## config.mk

```make
export PLATFORM = sky130hd
export DESIGN_NAME = sm3_hash_engine_unit
export DESIGN_NICKNAME = d
export VERILOG_FILES = /design/src/rtl/sm3_pkg.sv /design/src/rtl/sm3_hash_engine_unit.sv /design/src/rtl/sm3_round.sv
export SDC_FILE = /design/constraint.sdc
export NUM_CORES = 2
export LEC_CHECK = 0
export ABC_AREA = 1
export BUFFER_PORTS_ARGS = -buffer_cell sky130_fd_sc_hd__buf_4
export CAP_MARGIN = 20
export CELL_PAD_IN_SITES_DETAIL_PLACEMENT = 2
export CELL_PAD_IN_SITES_GLOBAL_PLACEMENT = 2
export CORE_AREA = 3 3 490 492
export DETAILED_ROUTE_END_ITERATION = 10
export DIE_AREA = 0 0 493 495
export PLACE_DENSITY = 0.82
export SKIP_LAST_GASP = 1
export SYNTH_ARGS = -nofsm -noshare
export SYNTH_HDL_FRONTEND = slang
export SYNTH_SLANG_ARGS = --single-unit
```

## constraint.sdc

```tcl
create_clock -name i_clk -period 18.71 [get_ports i_clk]
set_clock_uncertainty 0.1 [all_clocks]
set_input_delay 3.742 -clock i_clk [delete_from_list [all_inputs] [get_ports i_clk]]
set_output_delay 3.742 -clock i_clk [all_outputs]
set_load 0.1 [all_outputs]
```

## src/rtl/sm3_pkg.sv

```systemverilog
`timescale 1ns / 1ps
// Shared types, constants and round functions of the SM3 hash engine.
// Used by the top level and the round unit of the engine; depends on nothing.
package sm3_pkg;

    localparam logic [31:0] IV0 = 32'h7380166f;
    localparam logic [31:0] IV1 = 32'h4914b2b9;
    localparam logic [31:0] IV2 = 32'h172442d7;
    localparam logic [31:0] IV3 = 32'hda8a0600;
    localparam logic [31:0] IV4 = 32'ha96f30bc;
    localparam logic [31:0] IV5 = 32'h163138aa;
    localparam logic [31:0] IV6 = 32'he38dee4d;
    localparam logic [31:0] IV7 = 32'hb0fb0e4e;
    localparam logic [31:0] TCONST_LO = 32'h79cc4519;
    localparam logic [31:0] TCONST_HI = 32'h7a879d8a;
    localparam logic [7:0]  PAD_MARK = 8'h80;

    typedef logic [31:0] t_word;
    typedef t_word [7:0] t_state;

    typedef struct packed {
        logic start;
        logic busy;
        logic done;
    } t_rnd_ctl;

    function automatic t_word rotl(input t_word x, input logic [4:0] n);
        logic [63:0] d;
        d = {x, x} << n;
        return d[63:32];
    endfunction

    function automatic t_word perm0(input t_word x);
        return x ^ rotl(x, 5'd9) ^ rotl(x, 5'd17);
    endfunction

    function automatic t_word perm1(input t_word x);
        return x ^ rotl(x, 5'd15) ^ rotl(x, 5'd23);
    endfunction

    function automatic t_state init_vec();
        t_state v;
        v[0] = IV0; v[1] = IV1; v[2] = IV2; v[3] = IV3;
        v[4] = IV4; v[5] = IV5; v[6] = IV6; v[7] = IV7;
        return v;
    endfunction

endpackage

```

## src/rtl/sm3_hash_engine_unit.sv

```systemverilog
`timescale 1ns / 1ps
// Top level of the SM3 hash engine: word intake, padding sequencer and
// digest output. Depends on sm3_pkg and sm3_round.
//
// Usage: message words enter on the input channel (i_valid, o_stall), big
// endian, four bytes each; the final word carries i_last and i_valid_bytes.
// Each accepted word is stored in the block buffer. The sixteenth word of a
// block sets the start register (r_start) of the shared round unit; it runs
// 64 rounds at one round per cycle, after which the new chaining value is
// taken. The input stalls while a block is hashed. On the final word the
// sequencer appends the pad byte, zero words and the 64-bit bit length, one
// word per cycle except while a full block is hashed in between. The first
// digest word appears once the last block is hashed and its chaining value
// is taken, whether the padding fits in the current block or needs an extra
// block. The eight digest words then leave on the output channel
// (o_valid, i_stall), one per cycle, index 0 first, with o_last_word on
// index 7. While the receiver stalls, the current digest word holds and no
// new request is taken. After the eighth word the chaining value returns to
// the initial vector. Synchronous reset loads the initial vector and
// clears all control state; no request is taken during reset.
module sm3_hash_engine_unit (
    input  logic        i_clk,
    input  logic        i_rst_n,
    input  logic        i_valid,
    output logic        o_stall,
    input  logic [31:0] i_data_word,
    input  logic [2:0]  i_valid_bytes,
    input  logic        i_last,
    output logic        o_valid,
    input  logic        i_stall,
    output logic [31:0] o_digest_word,
    output logic [2:0]  o_word_index,
    output logic        o_last_word
);
    import sm3_pkg::*;

    typedef enum logic [4:0] {
        S_COLLECT = 5'b00001,
        S_PAD     = 5'b00010,
        S_HASH    = 5'b00100,
        S_WAIT    = 5'b01000,
        S_OUT     = 5'b10000
    } t_state_e;

    t_state_e     r_st, n_st;
    t_word [15:0] r_blk;
    logic [3:0]   r_cnt;
    logic [63:0]  r_len;
    logic         r_fin;
    logic         r_in_pad;
    logic         r_len_hi_done;
    logic         r_fin_pad_done;
    t_state       r_cv;
    logic [2:0]   r_idx;
    logic         r_start;

    t_rnd_ctl     rnd_ctl;
    t_state       rnd_cv;

    logic         acc_in;
    logic [2:0]   nb;
    t_word        pad_word;
    t_word        mask;
    logic [63:0]  len_add;
    t_word        push_val;
    logic         push;

    sm3_round u_round (
        .i_clk  (i_clk),
        .i_rst_n(i_rst_n),
        .i_start(r_start),
        .i_block(r_blk),
        .i_cv   (r_cv),
        .o_ctl  (rnd_ctl),
        .o_cv   (rnd_cv)
    );

    assign acc_in = i_valid && !o_stall;
    assign o_stall = (r_st != S_COLLECT);

    always_comb begin
        nb = (i_valid_bytes > 3'd4) ? 3'd4 : i_valid_bytes;
        if (!i_last) begin
            nb = 3'd4;
        end
        case (nb)
            3'd0: mask = 32'h0;
            3'd1: mask = 32'hff000000;
            3'd2: mask = 32'hffff0000;
            3'd3: mask = 32'hffffff00;
            default: mask = 32'hffffffff;
        endcase
        case (nb)
            3'd0: pad_word = {PAD_MARK, 24'h0};
            3'd1: pad_word = (i_data_word & mask) | {8'h0, PAD_MARK, 16'h0};
            3'd2: pad_word = (i_data_word & mask) | {16'h0, PAD_MARK, 8'h0};
            3'd3: pad_word = (i_data_word & mask) | {24'h0, PAD_MARK};
            default: pad_word = i_data_word;
        endcase
        len_add = r_len + {58'h0, nb, 3'b000};
    end

    // Input words or padding: the pad mark word (if the final word was
    // full), zero fill up to word 14, then the length high and low words.
    always_comb begin
        push = 1'b0;
        push_val = '0;
        if (r_st == S_COLLECT && acc_in) begin
            push = 1'b1;
            push_val = i_last ? pad_word : i_data_word;
        end else if (r_st == S_PAD) begin
            push = 1'b1;
            if (r_in_pad) begin
                push_val = {PAD_MARK, 24'h0};
            end else if (r_cnt == 4'd14) begin
                push_val = r_len[63:32];
            end else if (r_cnt == 4'd15 && r_len_hi_done) begin
                push_val = r_len[31:0];
            end else begin
                push_val = '0;
            end
        end
    end

    always_comb begin
        n_st = r_st;
        case (r_st)
            S_COLLECT: begin
                if (acc_in) begin
                    if (r_cnt == 4'd15) begin
                        n_st = S_HASH;
                    end else if (i_last) begin
                        n_st = S_PAD;
                    end
                end
            end
            S_PAD: begin
                if (r_cnt == 4'd15) begin
                    n_st = S_HASH;
                end
            end
            S_HASH: n_st = S_WAIT;
            S_WAIT: begin
                if (rnd_ctl.done) begin
                    if (!r_fin) begin
                        n_st = S_COLLECT;
                    end else if (r_fin_pad_done) begin
                        n_st = S_OUT;
                    end else begin
                        n_st = S_PAD;
                    end
                end
            end
            S_OUT: begin
                if (!i_stall && r_idx == 3'd7) begin
                    n_st = S_COLLECT;
                end
            end
            default: n_st = S_COLLECT;
        endcase
    end

    always_ff @(posedge i_clk) begin
        if (push) begin
            r_blk[r_cnt] <= push_val;
        end
    end

    always_ff @(posedge i_clk) begin
        if (!i_rst_n) begin
            r_st           <= S_COLLECT;
            r_cnt          <= '0;
            r_len          <= '0;
            r_fin          <= 1'b0;
            r_in_pad       <= 1'b0;
            r_len_hi_done  <= 1'b0;
            r_fin_pad_done <= 1'b0;
            r_cv           <= init_vec();
            r_idx          <= '0;
            r_start        <= 1'b0;
        end else begin
            r_st    <= n_st;
            r_start <= (n_st == S_HASH) && (r_st != S_HASH);
            if (push) begin
                r_cnt <= r_cnt + 4'd1;
            end
            if (r_st == S_COLLECT && acc_in) begin
                r_len <= len_add;
                if (i_last) begin
                    r_fin    <= 1'b1;
                    r_in_pad <= (nb == 3'd4);
                end
            end
            if (r_st == S_PAD) begin
                r_in_pad <= 1'b0;
                if (r_cnt == 4'd14 && !r_in_pad) begin
                    r_len_hi_done <= 1'b1;
                end
                if (r_cnt == 4'd15 && r_len_hi_done && !r_in_pad) begin
                    r_fin_pad_done <= 1'b1;
                end
            end
            if (rnd_ctl.done) begin
                r_cv <= rnd_cv;
            end
            if (r_st == S_OUT && !i_stall) begin
                r_idx <= r_idx + 3'd1;
                if (r_idx == 3'd7) begin
                    r_cv           <= init_vec();
                    r_len          <= '0;
                    r_fin          <= 1'b0;
                    r_len_hi_done  <= 1'b0;
                    r_fin_pad_done <= 1'b0;
                    r_cnt          <= '0;
                end
            end
        end
    end

    assign o_valid       = (r_st == S_OUT);
    assign o_digest_word = r_cv[r_idx];
    assign o_word_index  = r_idx;
    assign o_last_word   = (r_idx == 3'd7);

endmodule

```

## src/rtl/sm3_round.sv

```systemverilog
`timescale 1ns / 1ps
// Shared SM3 round unit: one compression round per cycle with on-the-fly
// message expansion over a sixteen-word window. Depends on sm3_pkg.
module sm3_round (
    input  logic                 i_clk,
    input  logic                 i_rst_n,
    input  logic                 i_start,
    input  sm3_pkg::t_word [15:0] i_block,
    input  sm3_pkg::t_state      i_cv,
    output sm3_pkg::t_rnd_ctl    o_ctl,
    output sm3_pkg::t_state      o_cv
);
    import sm3_pkg::*;

    t_word [15:0] r_w;
    t_state       r_v;
    t_state       r_cv_in;
    logic [5:0]   r_round;
    logic         r_busy;
    logic         r_done;

    t_word  w_new;
    t_word  wj;
    t_word  wpj;
    t_word  tj;
    t_word  a12;
    t_word  ss1;
    t_word  ss2;
    t_word  ff;
    t_word  gg;
    t_word  tt1;
    t_word  tt2;

    always_comb begin
        w_new = perm1(r_w[0] ^ r_w[7] ^ rotl(r_w[13], 5'd15))
              ^ rotl(r_w[3], 5'd7) ^ r_w[10];
        wj  = r_w[0];
        wpj = r_w[0] ^ r_w[4];
        tj  = (r_round < 6'd16) ? TCONST_LO : TCONST_HI;
        a12 = rotl(r_v[0], 5'd12);
        ss1 = rotl(a12 + r_v[4] + rotl(tj, r_round[4:0]), 5'd7);
        ss2 = ss1 ^ a12;
        if (r_round < 6'd16) begin
            ff = r_v[0] ^ r_v[1] ^ r_v[2];
            gg = r_v[4] ^ r_v[5] ^ r_v[6];
        end else begin
            ff = (r_v[0] & r_v[1]) | (r_v[0] & r_v[2]) | (r_v[1] & r_v[2]);
            gg = (r_v[4] & r_v[5]) | (~r_v[4] & r_v[6]);
        end
        tt1 = ff + r_v[3] + ss2 + wpj;
        tt2 = gg + r_v[7] + ss1 + wj;
    end

    always_ff @(posedge i_clk) begin
        if (!i_rst_n) begin
            r_busy  <= 1'b0;
            r_done  <= 1'b0;
            r_round <= '0;
        end else begin
            r_done <= 1'b0;
            if (i_start && !r_busy) begin
                r_busy  <= 1'b1;
                r_round <= '0;
            end else if (r_busy) begin
                r_round <= r_round + 6'd1;
                if (r_round == 6'd63) begin
                    r_busy <= 1'b0;
                    r_done <= 1'b1;
                end
            end
        end
    end

    always_ff @(posedge i_clk) begin
        if (i_start && !r_busy) begin
            r_w     <= i_block;
            r_v     <= i_cv;
            r_cv_in <= i_cv;
        end else if (r_busy) begin
            r_w  <= {w_new, r_w[15:1]};
            r_v[3] <= r_v[2];
            r_v[2] <= rotl(r_v[1], 5'd9);
            r_v[1] <= r_v[0];
            r_v[0] <= tt1;
            r_v[7] <= r_v[6];
            r_v[6] <= rotl(r_v[5], 5'd19);
            r_v[5] <= r_v[4];
            r_v[4] <= perm0(tt2);
        end
    end

    assign o_ctl.start = i_start;
    assign o_ctl.busy  = r_busy;
    assign o_ctl.done  = r_done;
    assign o_cv        = r_cv_in ^ r_v;

endmodule

```

==> results.yml <==
clock_tree:
  cts_resized: 0
  tritoncts: "done"
  cts_hold_buffers: 0
  clock-sinks: 1878
  clkTransAtPathRegs_ps: 60
  post-cts-setup-buffers: 0
  worstSkewPairLatency_ps: 910
  clockBufferDepth: 3
  cts_buffers: 202
  h-tree-depth: 4
  cts_root_buf: "clkbuf_16"
timing:
  rsz0062_at_grt: "false"
  slew_violations: 0
  fmax_mhz: 103
  worst_pin_slew_ps: 1210
  setup_tns_ps: 0
  finalSetupViolations: 0
  fin_crit_sh_pct: 51.7
  fin_crit_ps: 9680
  maxSlewHeadroom_pct: 18.7
  finalHoldViolCount: 0
floorplanning:
  die_area_sq_um: 244000
  die_h_microns: 495
  core-area_sq_um: 236000
  initial_core_util_pct: 38.0
  row_count: 178
  die_x_microns: 493
  ios: 78
synth:
  yosysTopAreaCell: "edfxtp_1"
  synth_edf_count: 1536
  synth_fp_nets: 9119
  synth_area_sq_um: 89500
  syn_avg_cell_area_sq_um: 10.2
  synth_ff_type: "edfxtp_1"
  netlist_instances: 8783
  synth_warnings: 0
  yosysSeqAreaShare_pct: 59.2
  yosysTopAreaCellShare_pct: 51.5
  synthArstFlopShare_pct: 0
  yosys-top-cells-area: "edfxtp_1, nand2_1, dfxtp_1"
  synth.distinct_cells: 64
  ys_ff_latch: 1878
pwr:
  power.density_nw_per_um2: 88.0
  finalPower_mw: 8.86
  irDropWorstVdd_v: 0.0000878
  switching_share_pct: 22.6
  combPwrFrac_pct: 1.7
  clock_power_share_pct: 47.2
  internal_power_mw: 6.86
  seqPwrFrac_pct: 51.1
  switching_power_mw: 2.00
  p_leak_nw: 39.1
drt:
  via_count: 68345
  routed_wl_mm: 384
  ant_nets: 0
  drc: 0
  firstDrtPassIters: 5
  drtIter0Drc: 6038
  wire_per_inst_microns: 31.5
  via_per_inst: 5.62
placed_design:
  post-dp-hpwl_mm: 265
  dp_cells: 11776
  postPlaceCellArea_sq_um: 93900
  place_congestion: 0.944
  io_buffers: 77
global_route:
  gr-total-overflow: 0
  grt_pass1_wl_mm: 545
  antenna_found_initial: 13
  grtUsageTotal_pct: 30.8
  grt_max_degree: 205
  grt_pass1_vias: 74396
worst_setup_path:
  cp-start-kind: "flop"
  ff2ff_setup_slack_ps: 9030
  cp_slowest_cell: "dfxtp_1"
  path_buf_inv: 6
  required_ps: 19210
  crit_type: "flop to flop"
  crit_arrival_ps: 10180
  crit_top_cell: "nand2_1"
  crit_fanout: 29
  endpoint_kind: "flop"
  path_delay_family: "compound AO/OA/AOI/OAI gates"
  max_stage_delay_ps: 890
hold_path:
  hold_path.class: "flop to flop"
final_layout:
  area_delta_synth_final_pct: 12.5
  drive_gt1_share_pct: 6.39
  layout.cells.non_filler: 12167
  layout.nets: 9169
  post-route-cell-area_sq_um: 101000
status:
  status: "finished clean"
run:
  maxCapViolCount: 0
==> per-layer routing <==
metal | up-vias | track usage [%] | wire, microns
met3 | 686 | 4.10 | 19200
met1 | 36047 | 38.0 | 152000
li1 | 29404 | - | -
met2 | 2204 | 53.3 | 191000
met5 | - | 0 | 26
met4 | 4 | 14.7 | 21300
==> cells in the final DEF (no fill, tap or decap), types with 31 or more instances in the layout <==
master	instances
edfxtp_1	1536
clkinv_2	32
dfxtp_1	339
clkbuf_1	65
a21oi_1	175
inv_1	642
o211ai_1	123
nand4_1	39
a211oi_1	140
nor3_1	59
nor2_1	568
fa_1	189
a31oi_1	37
xor2_1	258
clkbuf_16	203
nand3_1	218
o21ai_0	539
clkinv_1	31
xnor2_1	372
ha_1	107
buf_4	190
nand2_1	2817
==> power groups by stage <==
stage                     clock network, mW  registers, mW  logic [mW]
after floorplan                           0           4.61      0.0629
after global placement                    0           4.61       0.138
after detailed placement                  0           4.62       0.150
after CTS                              4.20           4.53       0.152
after global routing                   4.38           4.53       0.162
final                                  4.18           4.53       0.154
==> sequential cells by signal (all words and copies together), names as in the netlist <==
name	flops
u_round.r_v	224
r_cv	256
r_fin	1
r_len_hi_done	1
r_blk	512
r_len	61
u_round.wj	32
u_round.r_round	6
u_round.a12	32
u_round.r_w	480
r_cnt	4
r_in_pad	1
u_round.r_busy	1
u_round.r_cv_in	256
u_round.r_done	1
r_start	1
r_st	5
r_fin_pad_done	1
o_word_index	3
==> cells in the mapped netlist, drive strengths merged, types with 9 or more instances <==
cell	number
nand3b	9
nand3	220
o22ai	30
o221ai	22
ha	107
xnor2	373
dfxtp	342
nand4	40
nor2	599
mux2i	24
o21ai	576
nor3	63
o211ai	123
a31oi	37
o21bai	19
inv	654
fa	189
nand2	2822
nor4	13
buf	37
a211oi	140
edfxtp	1536
xor2	258
a21oi	177
or2	19
clkbuf	319
==> worst paths after layout <==
check,from,depth (start not counted),end
setup / recovery,u_round.r_round[2]$_SDFFE_PP0P_,38,u_round.a12[1]$_DFFE_PP_
hold / removal,r_cv[10]$_SDFF_PN1_,0,u_round.r_cv_in[10]$_DFFE_PP_
setup reg to reg,u_round.r_round[2]$_SDFFE_PP0P_,38,u_round.a12[1]$_DFFE_PP_
hold reg to reg,r_cv[10]$_SDFF_PN1_,0,u_round.r_cv_in[10]$_DFFE_PP_
==> layout make-up <==
class	count	area [sq um]
multi-input combinational	5895	32900
sequential	1878	53000
tap	3150	3940
clock inverter	101	1220
timing repair buffer	202	1680
inverter	654	2480
clock buffer	281	5490
antenna	6	15.0
fill	24773	135000
==> per-stage QoR <==
stage	util, %	worst slack (ps)	hold slack [ps]
2_1_floorplan	-	484	308
3_3_place_gp	39.8	9370	312
3_5_place_dp	39.8	9230	322
4_1_cts	42.7	9220	326
5_1_grt	42.7	8340	334
6_report	42.7	9030	337
==> cells by family (layout without fill, tap and decap cells) <==
kind of cell / Yosys count / count (layout) / share of synthesized area (%)
and+or+nand+nor: 3790 / 3790 / 16.8
other: 0 / 6 / 0
DFF: 1878 / 1878 / 59.2
xor gates and xnor gates: 634 / 634 / 6.25
adders and majority gates: 296 / 296 / 5.72
buffers and inverters: 1010 / 1238 / 4.26
AOI/OAI and AO/OA: 1151 / 1151 / 7.52
muxes: 24 / 24 / 0.268
(Power assumes the default switching activity.)
